[src/hdl/bezier_path_bounds_defines.svh]
// Assertion macros for the path bounding box block.
// Included by the top level; no other dependencies.
`ifndef BEZIER_PATH_BOUNDS_DEFINES_SVH
`define BEZIER_PATH_BOUNDS_DEFINES_SVH
`ifndef SYNTH
// Same-cycle implication, checked out of reset
`define BPB_ASSERT_IMPL(lbl, clk, rstn, ante, cons) \
    lbl: assert property (@(posedge clk) disable iff (!rstn) (ante) |-> (cons)) \
        else $error("bezier_path_bounds: check failed");
// Next-cycle implication, checked out of reset
`define BPB_ASSERT_NEXT(lbl, clk, rstn, ante, cons) \
    lbl: assert property (@(posedge clk) disable iff (!rstn) (ante) |=> (cons)) \
        else $error("bezier_path_bounds: check failed");
`else
`define BPB_ASSERT_IMPL(lbl, clk, rstn, ante, cons)
`define BPB_ASSERT_NEXT(lbl, clk, rstn, ante, cons)
`endif
`endif

[src/hdl/bpb_pkg.sv]
// Shared types and constants for the path bounding box block.
// No dependencies; used by bpb_divsqrt and bezier_path_bounds.
package bpb_pkg;

    localparam int COORD_W = 32;
    localparam int KIND_W  = 3;
    localparam int T_BITS  = 30;
    localparam int T_W     = T_BITS + 1;
    localparam int DIV_W   = 35;
    localparam int RAD_W   = 64;
    localparam int RES_W   = 32;
    localparam int CNT_W   = 5;
    localparam int COEF_W  = 36;
    localparam int SC_W    = 30;
    localparam int MUL_A_W = 33;
    localparam int MUL_B_W = 31;
    localparam int PROD_W  = 64;
    localparam int LERP_W  = COORD_W + 1;

    localparam logic [CNT_W-1:0] DIV_LAST  = CNT_W'(T_BITS - 1);
    localparam logic [CNT_W-1:0] SQRT_LAST = CNT_W'(RAD_W / 2 - 1);
    localparam logic [RAD_W-1:0] SQRT_TOP  = RAD_W'(1) << (RAD_W - 2);
    localparam logic [RES_W-1:0] T_ONE     = RES_W'(1) << T_BITS;

    localparam logic signed [COORD_W-1:0] COORD_MAX = {1'b0, {(COORD_W-1){1'b1}}};
    localparam logic signed [COORD_W-1:0] COORD_MIN = {1'b1, {(COORD_W-1){1'b0}}};

    // Segment kinds
    localparam logic [KIND_W-1:0] K_MOVE  = 3'd0;
    localparam logic [KIND_W-1:0] K_LINE  = 3'd1;
    localparam logic [KIND_W-1:0] K_QUAD  = 3'd2;
    localparam logic [KIND_W-1:0] K_CUBIC = 3'd3;
    localparam logic [KIND_W-1:0] K_END   = 3'd4;

    typedef struct packed {
        logic [KIND_W-1:0]         kind;
        logic signed [COORD_W-1:0] p0_x;
        logic signed [COORD_W-1:0] p0_y;
        logic signed [COORD_W-1:0] p1_x;
        logic signed [COORD_W-1:0] p1_y;
        logic signed [COORD_W-1:0] p2_x;
        logic signed [COORD_W-1:0] p2_y;
        logic signed [COORD_W-1:0] p3_x;
        logic signed [COORD_W-1:0] p3_y;
    } t_seg_in;

    typedef struct packed {
        logic signed [COORD_W-1:0] box_left;
        logic signed [COORD_W-1:0] box_top;
        logic signed [COORD_W-1:0] box_right;
        logic signed [COORD_W-1:0] box_bottom;
    } t_box_out;

    typedef enum logic {DS_DIV, DS_SQRT} t_ds_op;

    typedef struct packed {
        logic   start;
        t_ds_op op;
    } t_ds_req;

    typedef struct packed {
        logic             done;
        logic             ok;
        logic [RES_W-1:0] res;
    } t_ds_rsp;

    typedef enum logic [3:0] {
        S_IDLE, S_AXIS, S_COEF, S_NORM, S_MUL_BB, S_MUL_AC, S_DISC,
        S_WAIT_S, S_ROOT, S_WAIT_T, S_LMUL, S_LADD, S_AFTER, S_NEXT
    } t_state;

    typedef enum logic [2:0] {
        LS_AB, LS_BC, LS_CD, LS_ABC, LS_BCD, LS_OUT, LS_QOUT
    } t_lstep;

endpackage

[src/hdl/bpb_divsqrt.sv]
// Shared iterative unit: restoring fraction divide (t in Q2.30) and integer square root.
// Depends on bpb_pkg.
module bpb_divsqrt (
    input  logic                              i_clk,
    input  logic                              i_rst_n,
    input  bpb_pkg::t_ds_req                  i_req,
    input  logic signed [bpb_pkg::DIV_W-1:0]  i_num,
    input  logic signed [bpb_pkg::DIV_W-1:0]  i_den,
    input  logic        [bpb_pkg::RAD_W-1:0]  i_rad,
    output bpb_pkg::t_ds_rsp                  o_rsp
);
    import bpb_pkg::*;

    logic             r_busy;
    logic             r_done;
    logic             r_ok;
    t_ds_op           r_op;
    logic [CNT_W-1:0] r_cnt;
    logic [RAD_W-1:0] r_rem;
    logic [RAD_W-1:0] r_acc;
    logic [RAD_W-1:0] r_aux;
    logic [RES_W-1:0] r_res;

    logic             num_neg, den_neg;
    logic [DIV_W-1:0] num_mag, den_mag;
    logic [DIV_W:0]   rem2;
    logic             div_ge;
    logic [RAD_W-1:0] trial;
    logic             sq_ge;
    logic [RAD_W-1:0] n_rem, n_acc;
    logic             last;

    // Operand magnitudes for the launch checks
    always_comb begin
        num_neg = i_num[DIV_W-1];
        den_neg = i_den[DIV_W-1];
        num_mag = num_neg ? DIV_W'(-i_num) : DIV_W'(i_num);
        den_mag = den_neg ? DIV_W'(-i_den) : DIV_W'(i_den);
    end

    // One step of divide or root
    always_comb begin
        rem2   = {r_rem[DIV_W-1:0], 1'b0};
        div_ge = rem2 >= {1'b0, r_aux[DIV_W-1:0]};
        trial  = r_acc + r_aux;
        sq_ge  = r_rem >= trial;
        if (r_op == DS_DIV) begin
            n_rem = div_ge ? RAD_W'(rem2 - {1'b0, r_aux[DIV_W-1:0]}) : RAD_W'(rem2);
            n_acc = {r_acc[RAD_W-2:0], div_ge};
            last  = r_cnt == DIV_LAST;
        end else begin
            n_rem = sq_ge ? r_rem - trial : r_rem;
            n_acc = sq_ge ? (r_acc >> 1) + r_aux : r_acc >> 1;
            last  = r_cnt == SQRT_LAST;
        end
    end

    // Control: busy and done pulse
    always_ff @(posedge i_clk) begin
        if (!i_rst_n) begin
            r_busy <= 1'b0;
            r_done <= 1'b0;
        end else begin
            r_done <= 1'b0;
            if (i_req.start) begin
                if (i_req.op == DS_SQRT) begin
                    r_busy <= 1'b1;
                end else begin
                    priority if (i_den == '0 || i_num == '0 || num_neg != den_neg
                                 || num_mag >= den_mag) begin
                        r_done <= 1'b1;
                    end else begin
                        r_busy <= 1'b1;
                    end
                end
            end else if (r_busy && last) begin
                r_busy <= 1'b0;
                r_done <= 1'b1;
            end
        end
    end

    // Datapath: launch, iterate, hold result
    always_ff @(posedge i_clk) begin
        if (i_req.start) begin
            r_op  <= i_req.op;
            r_cnt <= '0;
            r_acc <= '0;
            if (i_req.op == DS_SQRT) begin
                r_rem <= i_rad;
                r_aux <= SQRT_TOP;
            end else begin
                r_rem <= RAD_W'(num_mag);
                r_aux <= RAD_W'(den_mag);
                // Trivial outcomes settle here
                priority if (i_den == '0) begin
                    r_ok <= 1'b0;
                end else if (i_num == '0) begin
                    r_ok  <= 1'b1;
                    r_res <= '0;
                end else if (num_neg != den_neg || num_mag > den_mag) begin
                    r_ok <= 1'b0;
                end else begin
                    r_ok  <= 1'b1;
                    r_res <= T_ONE;
                end
            end
        end else if (r_busy) begin
            r_rem <= n_rem;
            r_acc <= n_acc;
            r_cnt <= r_cnt + 1'b1;
            if (r_op == DS_SQRT) begin
                r_aux <= r_aux >> 2;
            end
            if (last) begin
                r_ok  <= 1'b1;
                r_res <= n_acc[RES_W-1:0];
            end
        end
    end

    assign o_rsp.done = r_done;
    assign o_rsp.ok   = r_ok;
    assign o_rsp.res  = r_res;

endmodule

[config.mk]
export PLATFORM = sky130hd
export DESIGN_NAME = bpb_divsqrt
export DESIGN_NICKNAME = d
export VERILOG_FILES = /design/src/hdl/bezier_path_bounds_defines.svh /design/src/hdl/bpb_pkg.sv /design/src/hdl/bpb_divsqrt.sv
export SDC_FILE = /design/constraint.sdc
export NUM_CORES = 1
export LEC_CHECK = 0
export ABC_AREA = 1
export BUFFER_PORTS_ARGS = -buffer_cell sky130_fd_sc_hd__buf_2
export CAP_MARGIN = 20
export CELL_PAD_IN_SITES_DETAIL_PLACEMENT = 0
export CELL_PAD_IN_SITES_GLOBAL_PLACEMENT = 1
export CORE_AREA = 5 5 326 328
export DETAILED_ROUTE_END_ITERATION = 6
export DIE_AREA = 0 0 331 333
export PLACE_DENSITY = 0.72
export SETUP_SLACK_MARGIN = 0.5
export SLEW_MARGIN = 30
export SYNTH_ARGS = -nofsm -noshare
export SYNTH_HDL_FRONTEND = slang
export SYNTH_SLANG_ARGS = --single-unit
[constraint.sdc]
create_clock -name i_clk -period 15.1 [get_ports i_clk]
set_clock_uncertainty 0.2 [all_clocks]
set_input_delay 1.51 -clock i_clk [delete_from_list [all_inputs] [get_ports i_clk]]
set_output_delay 1.51 -clock i_clk [all_outputs]
set_load 0.02 [all_outputs]
# [After elaboration in Yosys (flattened, before gate mapping)]
# Cells that the tools add are included.
# W data, S select, Z words.
[word_totals] in_bits=138 out_inout_bits=34 elab_cells=81 ff_bits=233
[classes] addsub=7 n_mux=37 n_reduce_logical=16 order_cmp=4 n_eq_ne=8
[op_table] op="$mux W64" n=11
[op_table] op="$mux W32" n=7
[op_table] op="$logic_not A35 Y1" n=2
[op_table] op="$mux W35" n=2
[op_table] op="$neg A35 Y35" n=2
[op_table] op="$add A63 B64 Y64" n=1
[op_table] op="$add A64 B64 Y64" n=1
[op_table] op="$ge A64 B64 Y1" n=1
[op_table] op="$sub A64 B64 Y64" n=1
[op_table] op="$mux W63" n=1
[op_table] op="$sub A36 B35 Y37" n=1
[op_table] op="$ge A36 B35 Y1" n=1
[op_table] op="$ge A35 B35 Y1" n=1
[op_table] op="$gt A35 B35 Y1" n=1
[op_table] op="$mux W1" n=16
[op_table] op="$eq A5 B5 Y1 const B" n=2
[op_table] op="$reduce_bool A2 Y1" n=4
[op_table] op="$ne A3 B3 Y1 const B" n=2
[op_table] op="$reduce_and A2 Y1" n=3
[op_table] op="$add A5 B1 Y5 const B" n=1
[op_table] op="$reduce_and A5 Y1" n=1
[op_table] op="$logic_or A1 B1 Y1" n=4
[op_table] op="$ne A2 B2 Y1 const B" n=2
[op_table] op="$ne A3 B2 Y1 const B" n=1
[op_table] op="other kinds (3)" n=3

# [Longest topological paths before layout]
# Gate-level depths: netlist of run 1.
[logic_depth] ltp_word=9 mapped_depth=33 mapped_depth_nobuf=31

# [Worst setup path before layout of run 1]
# No wires, ideal clock.
[synth_timing] kind="input-to-reg" from="input port i_num[0] (netlist bit)" to="register r_res[0] (enable)" arrival_time_ps=6018 slack_ps=8417 n_path_buf=0 stages=19 t_required_ps=14434 setup_time_ps=466 path_cell_list="inv_1 ha_1 nand3_1 inv_1 nand2_1 nor2_1 nand4_1 nor2_1 nor2_1 xor2_1 ha_1 nand2_1 nor2_1 nand4_1 nor4_1 nand3b_1 nand3_1 nand3_1 o21ai_0"
[synth_via] elab_chain_len=6 elab_cells_between_ends=7 cone_classes="add/sub: 1; order compare: 1; eq/ne: 1; mux: 1; reduce/logical: 3"
[synth_lines] item="start: declaration" line_no="bpb_divsqrt.sv:7" rtl="input logic signed [bpb_pkg::DIV_W-1:0] i_num,"
[synth_lines] item="$neg A35 Y35" line_no="bpb_divsqrt.sv:37" rtl="num_mag = num_neg ? DIV_W'(-i_num) : DIV_W'(i_num);"
[synth_lines] item="$mux W35" line_no="bpb_divsqrt.sv:37"
[synth_lines] item="$gt A35 B35 Y1" line_no="bpb_divsqrt.sv:101" rtl="end else if (num_neg != den_neg || num_mag > den_mag) begin"
[synth_lines] item="$logic_or A1 B1 Y1" line_no="bpb_divsqrt.sv:101"
[synth_lines] item="$ne A3 B3 Y1 (no source line) *"
[synth_lines] item="$reduce_and A5 Y1 (no source line) *"
[synth_lines] item="end signal: assignment" line_no="bpb_divsqrt.sv:117" rtl="r_res <= n_acc[RES_W-1:0];"
[synth_lines] item="end: declaration" line_no="bpb_divsqrt.sv:22" rtl="logic [RES_W-1:0] r_res;"
# Mark *: on every way between the ends. The rest lies on a longest branch, timed or not.
# A chain may end at the register's enable or synchronous reset.

# [Final worst setup path of run 1]
[layout_timing] from="register r_aux[6]" to="register r_rem[56] (enable)"
[layout_via] elab_chain_len=4
[layout_lines] item="start: declaration" line_no="bpb_divsqrt.sv:21" rtl="logic [RAD_W-1:0] r_aux;"
[layout_lines] item="start signal: assignment" line_no="bpb_divsqrt.sv:94" rtl="r_aux <= RAD_W'(den_mag);"
[layout_lines] item="start signal: assignment" line_no="bpb_divsqrt.sv:113" rtl="r_aux <= r_aux >> 2;"
[layout_lines] item="$add A64 B64 Y64" line_no="bpb_divsqrt.sv:45" rtl="trial = r_acc + r_aux;"
[layout_lines] item="$ge A64 B64 Y1" line_no="bpb_divsqrt.sv:46" rtl="sq_ge = r_rem >= trial;"
[layout_lines] item="$ne A3 B2 Y1 (no source line)"
[layout_lines] item="$reduce_and A2 Y1 (no source line)"
[layout_lines] item="end signal: assignment" line_no="bpb_divsqrt.sv:90" rtl="r_rem <= i_rad;"
[layout_lines] item="end signal: assignment" line_no="bpb_divsqrt.sv:93" rtl="r_rem <= RAD_W'(num_mag);"
[layout_lines] item="end signal: assignment" line_no="bpb_divsqrt.sv:109" rtl="r_rem <= n_rem;"
[layout_lines] item="end: declaration" line_no="bpb_divsqrt.sv:19" rtl="logic [RAD_W-1:0] r_rem;"
# No other way between the ends.

==> results.py, run 1 <==
metrics = {
    "floorplanning": {
        "rows": 118,
        "dieWidth_um": 331,
        "start_util_pct": 29.8,
        "die_y_um": 333,
        "dieArea_sq_um": 110000,
        "num_io_pins": 172,
        "core_sq_um": 103000,
    },
    "synthesis": {
        "synth_mux_area_share_pct": 0,
        "synth-xor-area-share_pct": 4.68,
        "synth_nets": 5807,
        "ys_types": 51,
        "synth_seq_area_share_pct": 19.0,
        "synth_top_family_by_area": "simple AND/OR/NAND/NOR gates",
        "synthCells": 5430,
        "synthAdderAreaFrac_pct": 9.84,
        "synth_edf_count": 147,
        "synth_area_per_cell_sq_um": 5.65,
        "synth-simple-area-share_pct": 41.5,
        "ys.flop_type": "edfxtp_1",
        "async_reset_ff_share_pct": 0,
        "yosys_warnings": 0,
        "syn_area_sq_um": 30700,
        "synth_seq_cells": 218,
        "synth-compound-area-share_pct": 12.3,
    },
    "job": {
        "drv_cap": 0,
    },
    "sta": {
        "period_needed_ns": 6.88,
        "timing.hold.ws_ns": 0.273,
        "worst_pin_slew_ns": 1.12,
        "finalHoldViolCount": 0,
        "finalSetupTns_ns": 0,
        "period_share_pct": 45.6,
        "slew_headroom_pct": 24.9,
        "slew_violations": 0,
        "rsz0062_at_grt": "false",
        "max_freq_mhz": 145,
        "finalSetupViolCount": 0,
    },
    "cells_and_area": {
        "area.growth.synth_to_final_pct": 11.0,
        "mostFrequentLayoutCells": "nand2_1 (1940), inv_1 (906), nor2_1 (509)",
        "fin_util_pct": 33.1,
        "post-route-cell-area_sq_um": 34100,
        "final_common_cell": "nand2_1",
        "finalNetCount": 5928,
        "drive_gt1_share_pct": 5.02,
    },
    "run_status": {
        "status": "complete, no violations",
    },
    "place": {
        "placed_cell_area_sq_um": 33100,
        "dp_hpwl_um": 123000,
        "gp_congestion": 1.02,
        "numPortBuffers": 171,
    },
    "setup_path": {
        "critPathLaunchType": "flip-flop",
        "path_class": "reg2reg",
        "cp_top_family": "simple AND/OR/NAND/NOR gates",
        "worstPathArrival_ns": 6.93,
        "crit_path_end_kind": "flip-flop",
        "r2r_cells": 24,
        "crit_slowest_cell": "buf_4",
        "cp_max_fo": 47,
        "r2r-start": "r_aux[6]",
        "critical-path-max-stage-delay_ns": 0.60,
        "rrSetupSlack_ns": 8.22,
        "path_common_cell": "nand2_1",
        "crit_buf_inv": 4,
        "path_cells": "ha_1 -> a21oi_1 -> nand2_1 -> a21oi_1 -> o21ai_0 -> nand2_1 -> nand2_1 -> nand2_1 -> nand2_1 -> a21oi_1 -> xor2_1 -> ha_1 -> nand2_1 -> nor2_1 -> inv_1 -> nor2_1 -> nand2_1 -> nand2_1 -> a21oi_4 -> buf_4 -> nand3_1 -> nand2_1 -> inv_2 -> buf_4",
        "rr_endpoint": "r_rem[56]",
        "required_ns": 15.14,
    },
    "clock_network": {
        "cts_hold_buf": 0,
        "numCtsBuffers": 28,
        "clk_pin_slew_ns": 0.07,
        "cts_resized": 0,
        "cts_sinks": 218,
        "clock_latency_ns": 0.64,
        "cts-root-buf": "clkbuf_16",
        "cts_tree": "built",
        "clk_path_buf_depth": 3,
        "cts_setup_buffers": 0,
        "htreeDepth": 1,
    },
    "hold_path": {
        "hp-class": "reg2reg",
        "hp-start": "r_cnt[4]",
        "whs_path_depth": 2,
        "hold_end": "r_cnt[4]",
    },
    "drt": {
        "drt-met1-wl_um": 65500,
        "drt_iter0_drc": 3516,
        "ant_nets": 0,
        "wl_met3_um": 9550,
        "wl_met2_um": 64100,
        "wire_per_inst_um": 20.8,
        "drtPass1Iterations": 6,
        "via_per_inst": 5.13,
        "drt_wl_total_um": 145000,
        "drc": 0,
        "vias": 35700,
        "top_layer": "met5",
    },
    "pwr": {
        "p_per_area_nw_per_um2": 155,
        "ir_drop_mv": 0.0875,
        "report.power.total_mw": 5.28,
        "leakage_nw": 17.6,
    },
    "global_route": {
        "track_usage_pct": 25.2,
        "grt_pass1_vias": 33800,
        "grt_start_max_net_pins": 67,
        "gr-total-overflow": 0,
        "antenna_found_initial": 6,
        "grt_pass1_wl_um": 212000,
    },
}
[per-stage QoR]
stage | std cells | worst slack (ns)
after floorplan | 5430 | 8.42
after global placement | 6900 | 8.42
after detailed placement | 6901 | 8.31
after CTS | 6953 | 8.27
after global routing | 6953 | 7.78
final | 6954 | 8.22
[area by class of cell]
class	count	area, sq um
repair buffers	196	1060
fillers	11900	68800
inverters	914	3430
flip-flops and latches	218	5840
multi-input cells	4193	21000
clock inverters	13	140
well taps	1380	1730
diodes	1	2.50
clock buffers	39	857
[flip-flops by register name, indices dropped and copies added, names as in the netlist]
name    flops
r_rem      64
r_res      32
r_done      1
r_busy      1
r_ok        1
r_aux      49
r_cnt       5
r_acc      64
r_op        1
[synthesized netlist by cell type (24+ instances only)]
cell,n,share of area (%)
nor2_1,513,6.3
edfxtp_1,147,14
nand4_1,69,1.4
nor3_1,58,0.95
a21oi_1,333,5.4
ha_1,235,9.6
buf_2,24,0.39
nand2_1,1940,24
xnor2_1,75,2.1
nand3_1,435,7.1
dfxtp_1,71,4.6
nand3b_1,36,0.88
xor2_1,89,2.5
o22ai_1,35,0.71
o21bai_1,34,0.83
clkbuf_1,69,0.84
o21ai_0,204,3.3
inv_1,910,11
[report_power, final]
part           switching [mW]  internal [mW]
registers               0.167          0.790
clock network           0.319          0.418
logic                    2.51           1.07
total                    3.00           2.28
[tightest hold or removal path, stage by stage (launching register included)]
cell,delay [ns]
dfxtp_1,0.32
inv_1,0.06
a21oi_1,0.05
[layer usage]
metal  GRT usage, %  up-vias
li1               -    17600
met1           35.1    16700
met2           40.8     1205
met3           3.00      225
met4           8.00        6
met5              0        -
[worst max-delay path by stage]
stage | start | end | cells after the start
floorplan | i_num[0] | r_res[0] | 19
global placement | r_aux[6] | r_rem[62] | 22
detailed placement | r_aux[1] | r_rem[42] | 22
CTS | r_aux[1] | r_rem[42] | 22
global route | r_aux[1] | r_rem[58] | 22
finish | r_aux[6] | r_rem[56] | 24
[cell families (layout without fill, tap and decap cells)]
group,after synthesis,after routing
adder cells (fa/ha/maj),239,239
AO/OA/AOI/OAI,690,690
XOR/XNOR,164,164
other,0,1
flip-flops,218,218
AND/OR/NAND/NOR,3100,3100
buffers and inverters,1019,1162
Note: power is estimated with default switching activity, not from simulation.
==> run 2: changes to the inputs <==
- clock period: 15.1 -> 6.65 ns (I/O delays scaled with it)
==> run 2 against run 1 <==
The run now ends with DRC left; worst hold slack got worse by 0.18 ns; register-to-register slack got worse by 7.6 ns; clock power increased by 110%; via count increased by 0.50%; largest power group unchanged; highest routed layer unchanged.
==> results.py, run 2 (synthesized netlist as in run 1, its figures left out) <==
metrics = {
    "run_status": {
        "status": "finished with violations",
        "violations": "DRC",
    },
    "place": {
        "place_ws_ns": 0.864,
        "gp_congestion": 1.03,
        "numPortBuffers": 171,
        "dp_hpwl_um": 124000,
    },
    "floorplanning": {
        "die_y_um": 333,
        "rows": 118,
        "dieArea_sq_um": 110000,
        "start_util_pct": 29.8,
        "dieWidth_um": 331,
        "core_sq_um": 103000,
        "num_io_pins": 172,
    },
    "clock_network": {
        "numCtsBuffers": 28,
        "cts-root-buf": "clkbuf_16",
        "cts_tree": "built",
        "clock_latency_ns": 0.61,
        "htreeDepth": 1,
        "cts_hold_buf": 0,
        "cts_sinks": 218,
        "cts_resized": 0,
        "clk_pin_slew_ns": 0.06,
        "cts_setup_buffers": 0,
        "clk_path_buf_depth": 3,
    },
    "sta": {
        "period_share_pct": 90.0,
        "rsz0062_at_grt": "false",
        "finalHoldViolCount": 0,
        "max_freq_mhz": 167,
        "timing.hold.ws_ns": 0.0966,
        "worst_pin_slew_ns": 0.913,
        "period_needed_ns": 5.98,
        "setup_slack_ns": 0.666,
        "slew_violations": 0,
        "finalSetupTns_ns": 0,
        "slew_headroom_pct": 38.9,
        "finalSetupViolCount": 0,
    },
    "global_route": {
        "grt_start_max_net_pins": 67,
        "grt_pass1_wl_um": 213000,
        "busiest_layer": "met2",
        "track_usage_pct": 25.4,
        "grt_pass1_vias": 33900,
        "grt_use_met2_pct": 40.2,
        "antenna_found_initial": 2,
        "gr-total-overflow": 0,
        "use_met1_pct": 35.7,
        "use_met3_pct": 2.92,
    },
    "cells_and_area": {
        "area.growth.synth_to_final_pct": 10.9,
        "fillers": 11800,
        "largestRegisters": "r_acc (64), r_rem (64), r_aux (49)",
        "final_common_cell": "nand2_1",
        "drive_gt1_share_pct": 5.09,
        "finalNetCount": 5934,
        "mostFrequentLayoutCells": "nand2_1 (1940), inv_1 (906), nor2_1 (509)",
    },
    "drt": {
        "vias": 35800,
        "drt_wl_total_um": 146000,
        "via_per_inst": 5.15,
        "wire_per_inst_um": 21.0,
        "drc": 1,
        "ant_nets": 0,
        "drt_iter0_drc": 3595,
        "drtPass1Iterations": 7,
    },
    "hold_path": {
        "hold_end": "r_done",
        "hp-class": "in2reg",
        "hp-start": "i_rst_n",
        "whs_path_depth": 3,
    },
    "pwr": {
        "p_per_area_nw_per_um2": 350,
        "leakage_nw": 17.6,
        "ir_drop_mv": 0.203,
        "report.power.total_mw": 11.9,
    },
    "setup_path": {
        "crit_path_end_kind": "flip-flop",
        "worstPathArrival_ns": 6.03,
        "cp_max_fo": 64,
        "required_ns": 6.69,
        "rr_endpoint": "r_rem[60]",
        "rrSetupSlack_ns": 0.67,
        "critPathLaunchType": "flip-flop",
        "r2r_cells": 20,
        "path_class": "reg2reg",
        "r2r-start": "r_aux[15]",
    },
    "job": {
        "drv_cap": 0,
    },
}
==> run 2: cell count changes in the layout (fill, tap and decap cells not counted), moves of 2 or more <==
| cell | change |
|---|---|
| buf_4 | +5 |
| o21ai_1 | +4 |
| clkinv_1 | +3 |
| buf_12 | +2 |
| clkbuf_16 | -2 |
| o21ai_0 | -4 |
| clkinv_2 | +2 |
| inv_6 | -3 |
==> run 2: power breakdown <==
part / switching (mW) / internal (mW) / leakage, nW
Sequential: 0.383 / 1.79 / 2.05
Clock: 0.692 / 0.890 / 0.458
Combinational: 5.69 / 2.46 / 15.1
Total: 6.77 / 5.15 / 17.6
==> run 2: critical path, cell delays in order, from the launching register on <==
cell and delay [ns]:
edfxtp_1 0.50, ha_1 0.45, nand2_1 0.13, o21ai_0 0.38, o21bai_1 0.18, a21oi_1 0.11, o21ai_0 0.70, nand3_1 0.20
nand4_1 0.13, nand2_1 0.09, ha_1 0.42, nand2_1 0.13, nor2_1 0.23, nand2_1 0.16, nor2_1 0.23, and3_1 0.25
nand2_2 0.16, nand3_1 0.26, nand2_1 0.20, inv_2 0.11, buf_12 0.28
==> run 2: final cells by class <==
cell class | instances | area (sq um) | area share [%]
multi-input cells | 4193 | 21000 | 61.7
clock buffers | 36 | 803 | 2.36
clock inverters | 15 | 121 | 0.356
diodes | 1 | 2.50 | 0.00735
repair buffers | 202 | 1110 | 3.27
flip-flops and latches | 218 | 5840 | 17.1
well taps | 1380 | 1730 | 5.07
inverters | 914 | 3430 | 10.1
==> run 2: worst max-delay path by stage <==
stage	startpoint	end	slack [ns]	cells past startpoint
5_1_grt	r_aux[0]	r_rem[60]	0.55	23
4_1_cts	r_aux[0]	r_rem[60]	0.83	23
3_3_place_gp	r_aux[15]	r_rem[62]	0.80	20
2_1_floorplan	i_num[0]	r_res[0]	0.81	19
6_report	r_aux[15]	r_rem[60]	0.67	20
3_5_place_dp	r_aux[0]	r_rem[60]	0.86	23
==> run 2: layer usage <==
metal  vias to the layer above  routed length (um)
met5                         -                  13
met4                         2                6320
met3                       218                9540
met2                      1294               64000
met1                     16700               66400
li1                      17600                   -
==> run 2: metrics by stage <==
stage	instance area, sq um	instances	utilization (%)
5_1_grt	34100	6958	33.1
6_report	34100	6959	33.1
3_5_place_dp	33100	6907	32.2
3_3_place_gp	33100	6907	32.2
4_1_cts	34100	6958	33.1
2_1_floorplan	30700	5430	-
